### src/design/fpba_pkg.sv
// Shared types, constants and selection function for the fit policy block allocator.
package fpba_pkg;

   localparam int MAX_BLOCKS = 16;
   localparam int SIZE_BITS  = 16;
   localparam int LANES      = 4;
   localparam int GROUPS     = MAX_BLOCKS / LANES;
   localparam int BLK_W      = $clog2(MAX_BLOCKS);
   localparam int COUNT_W    = 5;
   localparam int MODE_W     = 2;
   localparam int SLOT_W     = 4;
   localparam int VALUE_W    = 16;
   localparam int NUM_W      = 16;
   localparam int CSR_W      = 5;
   localparam int CSR_IDX_W  = 1;

   localparam logic [MODE_W-1:0] MODE_FIRST = 2'd0;
   localparam logic [MODE_W-1:0] MODE_BEST  = 2'd1;
   localparam logic [MODE_W-1:0] MODE_WORST = 2'd2;

   localparam logic [CSR_IDX_W-1:0] CSR_FIT_MODE    = 1'd0;
   localparam logic [CSR_IDX_W-1:0] CSR_BLOCK_COUNT = 1'd1;

   localparam logic CMD_LOAD    = 1'b0;
   localparam logic CMD_REQUEST = 1'b1;

   typedef struct packed {
      logic [MODE_W-1:0]  fit_mode;
      logic [COUNT_W-1:0] block_count;
   } cfg_type;

   // classified word handed from front to back
   typedef struct packed {
      logic                 is_request;
      logic [SLOT_W-1:0]    slot;
      logic [SIZE_BITS-1:0] size;
      logic [NUM_W-1:0]     number;
   } work_type;

   typedef struct packed {
      logic                 valid;
      logic [BLK_W-1:0]     idx;
      logic [SIZE_BITS-1:0] size;
   } cand_type;

   // a is the lower index; b replaces it only when strictly better
   function automatic cand_type pick_better(cand_type a, cand_type b,
                                            logic [MODE_W-1:0] mode);
      cand_type r;
      r = a;
      if (!a.valid) begin
         r = b;
      end else if (b.valid) begin
         if (mode == MODE_WORST && b.size > a.size) begin
            r = b;
         end else if (mode == MODE_BEST && b.size < a.size) begin
            r = b;
         end
      end
      return r;
   endfunction

endpackage

### src/design/fpba_if.sv
// Request and response channel interfaces.
interface fpba_req_if import fpba_pkg::*; ();
   logic               valid;
   logic               ready;
   logic               command;
   logic [SLOT_W-1:0]  block_slot;
   logic [VALUE_W-1:0] size_value;

   modport source (output valid, command, block_slot, size_value, input ready);
   modport sink   (input valid, command, block_slot, size_value, output ready);
endinterface

interface fpba_rsp_if import fpba_pkg::*; ();
   logic              valid;
   logic              ready;
   logic              granted;
   logic [SLOT_W-1:0] chosen_block;
   logic [NUM_W-1:0]  request_number;

   modport source (output valid, granted, chosen_block, request_number, input ready);
   modport sink   (input valid, granted, chosen_block, request_number, output ready);
endinterface

### src/design/fpba_front.sv
// Front end: accepts request words, classifies them and numbers allocation requests.
module fpba_front import fpba_pkg::*; (
   input  logic        clock,
   input  logic        reset,
   fpba_req_if.sink    req_if,
   output logic        push_valid,
   output work_type    push_word,
   input  logic        push_ready
);

   logic             stage_valid_ff, stage_valid_in;
   work_type         stage_word_ff, stage_word_in;
   logic [NUM_W-1:0] counter_ff, counter_in;
   logic             take;

   assign req_if.ready = !stage_valid_ff || push_ready;
   assign take         = req_if.valid && req_if.ready;

   always_comb begin
      counter_in     = counter_ff;
      stage_word_in  = stage_word_ff;
      stage_valid_in = stage_valid_ff && !push_ready;
      if (take) begin
         stage_valid_in           = 1'b1;
         stage_word_in.is_request = (req_if.command == CMD_REQUEST);
         stage_word_in.slot       = req_if.block_slot;
         stage_word_in.size       = req_if.size_value[SIZE_BITS-1:0];
         stage_word_in.number     = '0;
         if (req_if.command == CMD_REQUEST) begin
            counter_in           = counter_ff + NUM_W'(1);
            stage_word_in.number = counter_ff + NUM_W'(1);
         end
      end
   end

   always_ff @(posedge clock) begin
      if (reset) begin
         stage_valid_ff <= 1'b0;
         counter_ff     <= '0;
      end else begin
         stage_valid_ff <= stage_valid_in;
         counter_ff     <= counter_in;
      end
      stage_word_ff <= stage_word_in;
   end

   assign push_valid = stage_valid_ff;
   assign push_word  = stage_word_ff;

endmodule

### src/design/fpba_queue.sv
// Two-entry queue decoupling the front end from the allocation engine.
module fpba_queue import fpba_pkg::*; (
   input  logic     clock,
   input  logic     reset,
   input  logic     wr_valid,
   input  work_type wr_word,
   output logic     wr_ready,
   output logic     rd_valid,
   output work_type rd_word,
   input  logic     rd_ready
);

   work_type    data_ff [2];
   logic        wr_ptr_ff, wr_ptr_in;
   logic        rd_ptr_ff, rd_ptr_in;
   logic [1:0]  fill_ff, fill_in;
   logic        do_wr, do_rd;

   assign wr_ready = (fill_ff != 2'd2);
   assign rd_valid = (fill_ff != 2'd0);
   assign rd_word  = data_ff[rd_ptr_ff];
   assign do_wr    = wr_valid && wr_ready;
   assign do_rd    = rd_valid && rd_ready;

   always_comb begin
      wr_ptr_in = wr_ptr_ff ^ do_wr;
      rd_ptr_in = rd_ptr_ff ^ do_rd;
      fill_in   = fill_ff + 2'(do_wr) - 2'(do_rd);
   end

   always_ff @(posedge clock) begin
      if (reset) begin
         wr_ptr_ff <= 1'b0;
         rd_ptr_ff <= 1'b0;
         fill_ff   <= '0;
      end else begin
         wr_ptr_ff <= wr_ptr_in;
         rd_ptr_ff <= rd_ptr_in;
         fill_ff   <= fill_in;
      end
      if (do_wr) begin
         data_ff[wr_ptr_ff] <= wr_word;
      end
   end

endmodule

### src/design/fpba_back.sv
// Allocation engine: block table, two-level registered selection tree and update.
module fpba_back import fpba_pkg::*; (
   input  logic      clock,
   input  logic      reset,
   input  cfg_type   cfg,
   input  logic      pop_valid,
   input  work_type  pop_word,
   output logic      pop_ready,
   fpba_rsp_if.source rsp_if
);

   typedef enum logic [3:0] {
      ST_IDLE  = 4'b0001,
      ST_SCAN  = 4'b0010,
      ST_MERGE = 4'b0100,
      ST_DONE  = 4'b1000
   } state_type;

   state_type            state_ff, state_in;
   work_type             cur_ff, cur_in;
   cand_type             grp_ff [GROUPS];
   cand_type             grp_in [GROUPS];
   cand_type             win_ff, win_in;
   logic [SIZE_BITS-1:0] remaining_ff [MAX_BLOCKS];
   logic                 used_ff [MAX_BLOCKS];
   logic                 rsp_valid_ff, rsp_valid_in;
   logic                 rsp_granted_ff, rsp_granted_in;
   logic [SLOT_W-1:0]    rsp_block_ff, rsp_block_in;
   logic [NUM_W-1:0]     rsp_number_ff, rsp_number_in;
   logic [COUNT_W-1:0]   count_eff;
   logic                 out_free;
   logic                 finish;

   assign count_eff = (cfg.block_count > COUNT_W'(MAX_BLOCKS)) ?
                      COUNT_W'(MAX_BLOCKS) : cfg.block_count;
   assign out_free  = !rsp_valid_ff || rsp_if.ready;
   assign pop_ready = (state_ff == ST_IDLE);
   assign finish    = (state_ff == ST_DONE) && out_free;

   // first level: best candidate of each lane group
   always_comb begin
      cand_type c;
      cand_type acc;
      int       j;
      for (int g = 0; g < GROUPS; g++) begin
         acc = '0;
         for (int l = 0; l < LANES; l++) begin
            j       = g * LANES + l;
            c.idx   = BLK_W'(j);
            c.size  = remaining_ff[j];
            c.valid = (COUNT_W'(j) < count_eff) && (remaining_ff[j] > cur_ff.size) &&
                      (cfg.fit_mode == MODE_FIRST || cfg.fit_mode == MODE_WORST ||
                       (cfg.fit_mode == MODE_BEST && !used_ff[j]));
            acc     = pick_better(acc, c, cfg.fit_mode);
         end
         grp_in[g] = acc;
      end
   end

   always_comb begin
      cand_type acc;
      acc = '0;
      for (int g = 0; g < GROUPS; g++) begin
         acc = pick_better(acc, grp_ff[g], cfg.fit_mode);
      end
      win_in = acc;
   end

   always_comb begin
      state_in = state_ff;
      cur_in   = cur_ff;
      case (state_ff)
         ST_IDLE: begin
            if (pop_valid) begin
               cur_in   = pop_word;
               state_in = pop_word.is_request ? ST_SCAN : ST_DONE;
            end
         end
         ST_SCAN:  state_in = ST_MERGE;
         ST_MERGE: state_in = ST_DONE;
         ST_DONE: begin
            if (out_free) begin
               state_in = ST_IDLE;
            end
         end
         default:  state_in = ST_IDLE;
      endcase
   end

   always_comb begin
      rsp_valid_in   = rsp_valid_ff && !rsp_if.ready;
      rsp_granted_in = rsp_granted_ff;
      rsp_block_in   = rsp_block_ff;
      rsp_number_in  = rsp_number_ff;
      if (finish) begin
         rsp_valid_in   = 1'b1;
         rsp_granted_in = cur_ff.is_request && win_ff.valid;
         rsp_block_in   = (cur_ff.is_request && win_ff.valid) ? SLOT_W'(win_ff.idx) : '0;
         rsp_number_in  = cur_ff.number;
      end
   end

   always_ff @(posedge clock) begin
      if (reset) begin
         state_ff     <= ST_IDLE;
         rsp_valid_ff <= 1'b0;
         for (int i = 0; i < MAX_BLOCKS; i++) begin
            remaining_ff[i] <= '0;
            used_ff[i]      <= 1'b0;
         end
      end else begin
         state_ff     <= state_in;
         rsp_valid_ff <= rsp_valid_in;
         if (finish) begin
            if (!cur_ff.is_request) begin
               remaining_ff[cur_ff.slot[BLK_W-1:0]] <= cur_ff.size;
               used_ff[cur_ff.slot[BLK_W-1:0]]      <= 1'b0;
            end else if (win_ff.valid) begin
               if (cfg.fit_mode == MODE_BEST) begin
                  used_ff[win_ff.idx] <= 1'b1;
               end else begin
                  remaining_ff[win_ff.idx] <= win_ff.size - cur_ff.size;
               end
            end
         end
      end
      cur_ff         <= cur_in;
      grp_ff         <= grp_in;
      win_ff         <= win_in;
      rsp_granted_ff <= rsp_granted_in;
      rsp_block_ff   <= rsp_block_in;
      rsp_number_ff  <= rsp_number_in;
   end

   assign rsp_if.valid          = rsp_valid_ff;
   assign rsp_if.granted        = rsp_granted_ff;
   assign rsp_if.chosen_block   = rsp_block_ff;
   assign rsp_if.request_number = rsp_number_ff;

endmodule

### src/design/fit_policy_block_allocator_unit.sv
// Top level of the fit policy block allocator.
// Holds sixteen block sizes loaded by load words and serves allocation request words by
// first, best or worst fit, one response word per input word, in order. A front stage
// numbers requests and feeds a two-entry queue; the engine behind it takes one word at a
// time. A load word goes from issue straight to the table update; a request goes through
// issue, a registered compare of each four-block group, a registered merge of the group
// winners, then the table update and response register load. The response register lets
// the engine take in and scan the next word while a response waits; that word finishes
// once the response is taken. Write fit_mode and block_count only while idle.
module fit_policy_block_allocator_unit import fpba_pkg::*; (
   input  logic                 clock,
   input  logic                 reset,
   fpba_req_if.sink             req_if,
   fpba_rsp_if.source           rsp_if,
   input  logic                 csr_wr_en,
   input  logic [CSR_IDX_W-1:0] csr_index,
   input  logic [CSR_W-1:0]     csr_wdata
);

   cfg_type  cfg_ff, cfg_in;
   logic     push_valid, push_ready;
   work_type push_word;
   logic     pop_valid, pop_ready;
   work_type pop_word;

   always_comb begin
      cfg_in = cfg_ff;
      if (csr_wr_en) begin
         case (csr_index)
            CSR_FIT_MODE:    cfg_in.fit_mode    = csr_wdata[MODE_W-1:0];
            CSR_BLOCK_COUNT: cfg_in.block_count = csr_wdata[COUNT_W-1:0];
            default:         cfg_in             = cfg_ff;
         endcase
      end
   end

   always_ff @(posedge clock) begin
      if (reset) begin
         cfg_ff <= '0;
      end else begin
         cfg_ff <= cfg_in;
      end
   end

   fpba_front u_front (
      .clock      (clock),
      .reset      (reset),
      .req_if     (req_if),
      .push_valid (push_valid),
      .push_word  (push_word),
      .push_ready (push_ready)
   );

   fpba_queue u_queue (
      .clock    (clock),
      .reset    (reset),
      .wr_valid (push_valid),
      .wr_word  (push_word),
      .wr_ready (push_ready),
      .rd_valid (pop_valid),
      .rd_word  (pop_word),
      .rd_ready (pop_ready)
   );

   fpba_back u_back (
      .clock     (clock),
      .reset     (reset),
      .cfg       (cfg_ff),
      .pop_valid (pop_valid),
      .pop_word  (pop_word),
      .pop_ready (pop_ready),
      .rsp_if    (rsp_if)
   );

endmodule

### src/flat_wrapper.sv
// flat-port wrapper written by rule: the top's interface ports become plain ports
module fit_policy_block_allocator_unit_flat import fpba_pkg::*;
  (clock, reset, csr_wr_en, csr_index, csr_wdata, req_if_valid, req_if_command, req_if_block_slot, req_if_size_value, req_if_ready, rsp_if_valid, rsp_if_granted, rsp_if_chosen_block, rsp_if_request_number, rsp_if_ready);
  fpba_req_if req_if_i ();
  fpba_rsp_if rsp_if_i ();
  input  logic clock;
  input  logic reset;
  input  logic csr_wr_en;
  input  logic [CSR_IDX_W-1:0] csr_index;
  input  logic [CSR_W-1:0] csr_wdata;
  input wire logic [$bits(req_if_i.valid)-1:0] req_if_valid;
  input wire logic [$bits(req_if_i.command)-1:0] req_if_command;
  input wire logic [$bits(req_if_i.block_slot)-1:0] req_if_block_slot;
  input wire logic [$bits(req_if_i.size_value)-1:0] req_if_size_value;
  output wire logic [$bits(req_if_i.ready)-1:0] req_if_ready;
  output wire logic [$bits(rsp_if_i.valid)-1:0] rsp_if_valid;
  output wire logic [$bits(rsp_if_i.granted)-1:0] rsp_if_granted;
  output wire logic [$bits(rsp_if_i.chosen_block)-1:0] rsp_if_chosen_block;
  output wire logic [$bits(rsp_if_i.request_number)-1:0] rsp_if_request_number;
  input wire logic [$bits(rsp_if_i.ready)-1:0] rsp_if_ready;
  assign req_if_i.valid = req_if_valid;
  assign req_if_i.command = req_if_command;
  assign req_if_i.block_slot = req_if_block_slot;
  assign req_if_i.size_value = req_if_size_value;
  assign req_if_ready = req_if_i.ready;
  assign rsp_if_valid = rsp_if_i.valid;
  assign rsp_if_granted = rsp_if_i.granted;
  assign rsp_if_chosen_block = rsp_if_i.chosen_block;
  assign rsp_if_request_number = rsp_if_i.request_number;
  assign rsp_if_i.ready = rsp_if_ready;
  fit_policy_block_allocator_unit u_core (.clock(clock), .reset(reset), .req_if(req_if_i), .rsp_if(rsp_if_i), .csr_wr_en(csr_wr_en), .csr_index(csr_index), .csr_wdata(csr_wdata));
endmodule
### config.mk
export PLATFORM = sky130hd
export DESIGN_NAME = fit_policy_block_allocator_unit_flat
export DESIGN_NICKNAME = d
export VERILOG_FILES = /design/src/design/fpba_pkg.sv /design/src/design/fpba_if.sv /design/src/design/fpba_front.sv /design/src/design/fpba_queue.sv /design/src/design/fpba_back.sv /design/src/design/fit_policy_block_allocator_unit.sv /design/src/flat_wrapper.sv
export SDC_FILE = /design/constraint.sdc
export NUM_CORES = 2
export LEC_CHECK = 0
export ABC_AREA = 1
export CAP_MARGIN = 20
export CORE_ASPECT_RATIO = 0.6
export CORE_MARGIN = 4
export CORE_UTILIZATION = 45
export DETAILED_ROUTE_END_ITERATION = 12
export DONT_BUFFER_PORTS = 1
export HOLD_SLACK_MARGIN = 0.06
export SLEW_MARGIN = 20
export SYNTH_ARGS = -nofsm -noshare
export SYNTH_HDL_FRONTEND = slang
export SYNTH_SLANG_ARGS = --single-unit
### constraint.sdc
create_clock -name clock -period 8 [get_ports clock]
set_input_delay 0.4 -clock clock [delete_from_list [all_inputs] [get_ports clock]]
set_output_delay 0.4 -clock clock [all_outputs]
set_load 0.05 [all_outputs]
==> results.md <==
- Starting density of the core: 45.67%
- VDD IR max: 0.0002080 V
- Drt via density: 5.594
- Total global routing track utilization: 31.18%
- Final setup viols: 0
- DIE HEIGHT: 228.5 µm
- Final Hold Vio Count: 0
- Placed instance area: 0.03790 mm²
- Clock-pin slew on the worst setup and hold paths: 0.07 ns
- Clk Tree Root Cell: clkbuf_16
- Nets@finish: 4961
- Asr flop ratio synth: 0%
- Global placer's final weighted congestion: 1.032
- Clock sinks: 571
- Setup TNS Final: 0 ns
- Wire length on met2: 46600 µm
- Commonest non-fill, non-tap cell in the layout: nand2_1
- Outcome: finished clean
- Number of synthesized flops with an enable pin: 441
- CTS Buffer Depth: 3
- Synth Warn #: 0
- Area delta synth->final: 10.14%
- Initial antenna violation count: 7
- First drt pass iteration count: 6
- Cell at the slowest stage of the critical path: inv_1
- Design Area, Final: 0.04018 mm²
- CTS H-tree lvls: 2
- RSZ-0062 raised after global routing: no
- Post-DP HPWL: 103700 µm
- Post-synthesis mux area share: 0%
- CP most frequent cell: nand2_1
- Hold Path Class: in2reg
- Vias in the first global route: 27.80k
- FMAX: 0.1395 GHz
- Wl on met1: 65240 µm
- Cell area power density: 303.3 mW/mm²
- Final period util: 89.57%
- Main combinational cell family by area after synthesis: simple AND/OR/NAND/NOR gates
- Ys flop type: edfxtp_1
- Syn Area/Cell: 8.390 µm²
- Worst-Margin Slew: 1.205 ns
- Global route overflow: 0
- Post-route ant nets: 0
- Core area: 0.07988 mm²
- Port Buffers: 0
- Delay-heaviest family, CP: simple AND/OR/NAND/NOR gates
- Avg WL per Cell: 24.54 µm
- Clock buffer count from CTS: 56
- Slew margin rel.: 19.69%
- Layout cell share with drive strength beyond 1: 6.211%
- Worst Path Max Fanout: 18
- Critical path class: reg2reg
- DRT iter0 DRCs: 4267
- Max stage delay on crit path: 0.60 ns
- DR top layer: met5
- Simple-gate share of the synthesized area: 23.98%
- Crit start category: flop
- Chip width: 375.6 µm
- Worst EP required: 8.53 ns
- Mapped Nets: 4897
- Metal3 WL: 20520 µm
- Maxcap violations: 0
- CTS resizes: 0
- Max-slew violations: 0
- Remaining DRCs: 0
- Sequential share of the synthesized area: 43.44%
- Crit path DAT: 7.69 ns
- WP buf/inv: 6
- TritonCTS clock tree: done
- Global-route wire length before repair: 195100 µm
- Post-Synth XOR/XNOR Area: 0.4562%
- Cell Area, Synth: 0.03648 mm²
- Die area: 0.08584 mm²
- Commonest non-fill, non-tap cells in the layout: 1204 x nand2_1, 514 x ha_1, 493 x inv_1
- Largest net degree at the start of global routing: 41
- # IOs: 55
- Skew-Pair Late Insertion Delay: 0.66 ns
- Mapped Cells: 4348
- Adder-Cell Fraction of Synth Area: 17.75%
- Setup crit end kind: flop
- #FFs+latches synth: 571
- Vias: 30.93k
- Min Tclk post-route: 7.166 ns
- Post-synthesis compound-gate area fraction: 7.542%
- Synth unique cells: 49
- FP Rows: 80
- Drt total wl: 135600 µm
- Leakage Power: 0.01922 µW
- Clk_skew: 0.03275 ns
==> report_power, final <==
| part | internal, µW | total (µW) | switching [µW] |
|---|---|---|---|
| logic | 1510 | 5250 | 3740 |
| registers | 3660 | 4070 | 404 |
| clock network | 1610 | 2870 | 1260 |
==> routing by layer <==
metal  track usage (%)  vias up
li1                  -    14600
met3             11.25      184
met2             37.30     1750
met4             6.890        2
met1             51.16    14390
met5                 0        -
==> synth_stat cells, types with 9 or more instances <==
master	number	area share [%]
a21oi_1	299	4.1
nand3_1	321	4.4
a31oi_1	12	0.21
nor2_4	10	0.31
nand2_2	27	0.46
nor2_1	442	4.5
o21ai_1	11	0.15
o21ai_0	120	1.6
nor2_2	21	0.36
nand2_1	1205	12
xor2_1	18	0.43
edfxtp_1	441	36
nor3_1	18	0.25
o21bai_1	20	0.41
inv_2	26	0.27
nand4_1	35	0.60
inv_1	496	5.1
o21a_1	18	0.37
dfxtp_1	130	7.1
a21o_1	11	0.23
or2_2	9	0.15
buf_2	40	0.55
ha_1	516	18
clkbuf_1	34	0.35
==> through the flow <==
step                power [µW]  instances  hold slack (ns)  setup slack [ns]  util, %
global placement          9080       5388           0.4043             1.081    47.45
finish                   12190       5528           0.1519            0.8340    50.30
detailed placement        9137       5388           0.4065             1.163    47.45
CTS                      12020       5526           0.1104             1.143    50.29
global route             12860       5526           0.1568            0.1947    50.29
floorplan                 7067       4348           0.4003             2.813        -
==> final timing paths <==
check	from	cells after the start	end	slack (ns)
min	csr_wr_en	2	u_core.cfg_ff[4]	0.15
max reg2reg	u_core.u_back.cur_ff[31]	37	u_core.u_back.grp_ff[49]	0.83
min reg2reg	u_core.u_back.cur_ff[12]	0	u_core.u_back.rsp_if.request_number[12]	0.42
max	u_core.u_back.cur_ff[31]	37	u_core.u_back.grp_ff[49]	0.83
==> flip-flops by register name, indices dropped and copies added (netlist names) <==
register and cells:
u_core.cfg_ff 7, u_core.u_back.remaining_ff 256, u_core.u_front.counter_ff 16, u_core.u_back.rsp_if.request_number 16, u_core.u_back.used_ff 16, u_core.u_back.win_ff 21, u_core.u_front.push_word 37, u_core.u_back.grp_ff 76
u_core.u_queue.fill_ff 2, u_core.u_back.rsp_if.chosen_block 4, u_core.u_queue.data_ff 74, u_core.u_back.rsp_if.valid 1, u_core.u_front.push_valid 1, u_core.u_queue.wr_ptr_ff 1, u_core.u_back.cur_ff 37, u_core.u_queue.rd_ptr_ff 1
u_core.u_back.rsp_if.granted 1, u_core.u_back.state_ff 4
==> cell type report <==
| cell class | count | area (µm²) |
|---|---|---|
| clock inverters | 34 | 435.4 |
| multi-input cells | 3154 | 18220 |
| clock buffers | 72 | 1514 |
| inverters | 530 | 2002 |
| diodes | 2 | 5.005 |
| repair buffers | 99 | 823.3 |
| well taps | 1066 | 1334 |
| fillers | 7572 | 39700 |
| flip-flops and latches | 571 | 15850 |
==> cells by family (layout without fill, tap and decap cells) <==
| family | after synthesis | count (layout) |
|---|---|---|
| AO/OA/AOI/OAI | 508 | 508 |
| XOR/XNOR | 19 | 19 |
| adder cells (fa/ha/maj) | 517 | 517 |
| buffers and inverters | 623 | 735 |
| flip-flops | 571 | 571 |
| other | 0 | 2 |
| AND/OR/NAND/NOR | 2110 | 2110 |
==> what timing repair did <==
item	4_1_cts	5_1_grt
hold endpoints to repair	50	0
setup buffers	0	0
hold buffers	32	0
Power figures use the tool's default switching activity.
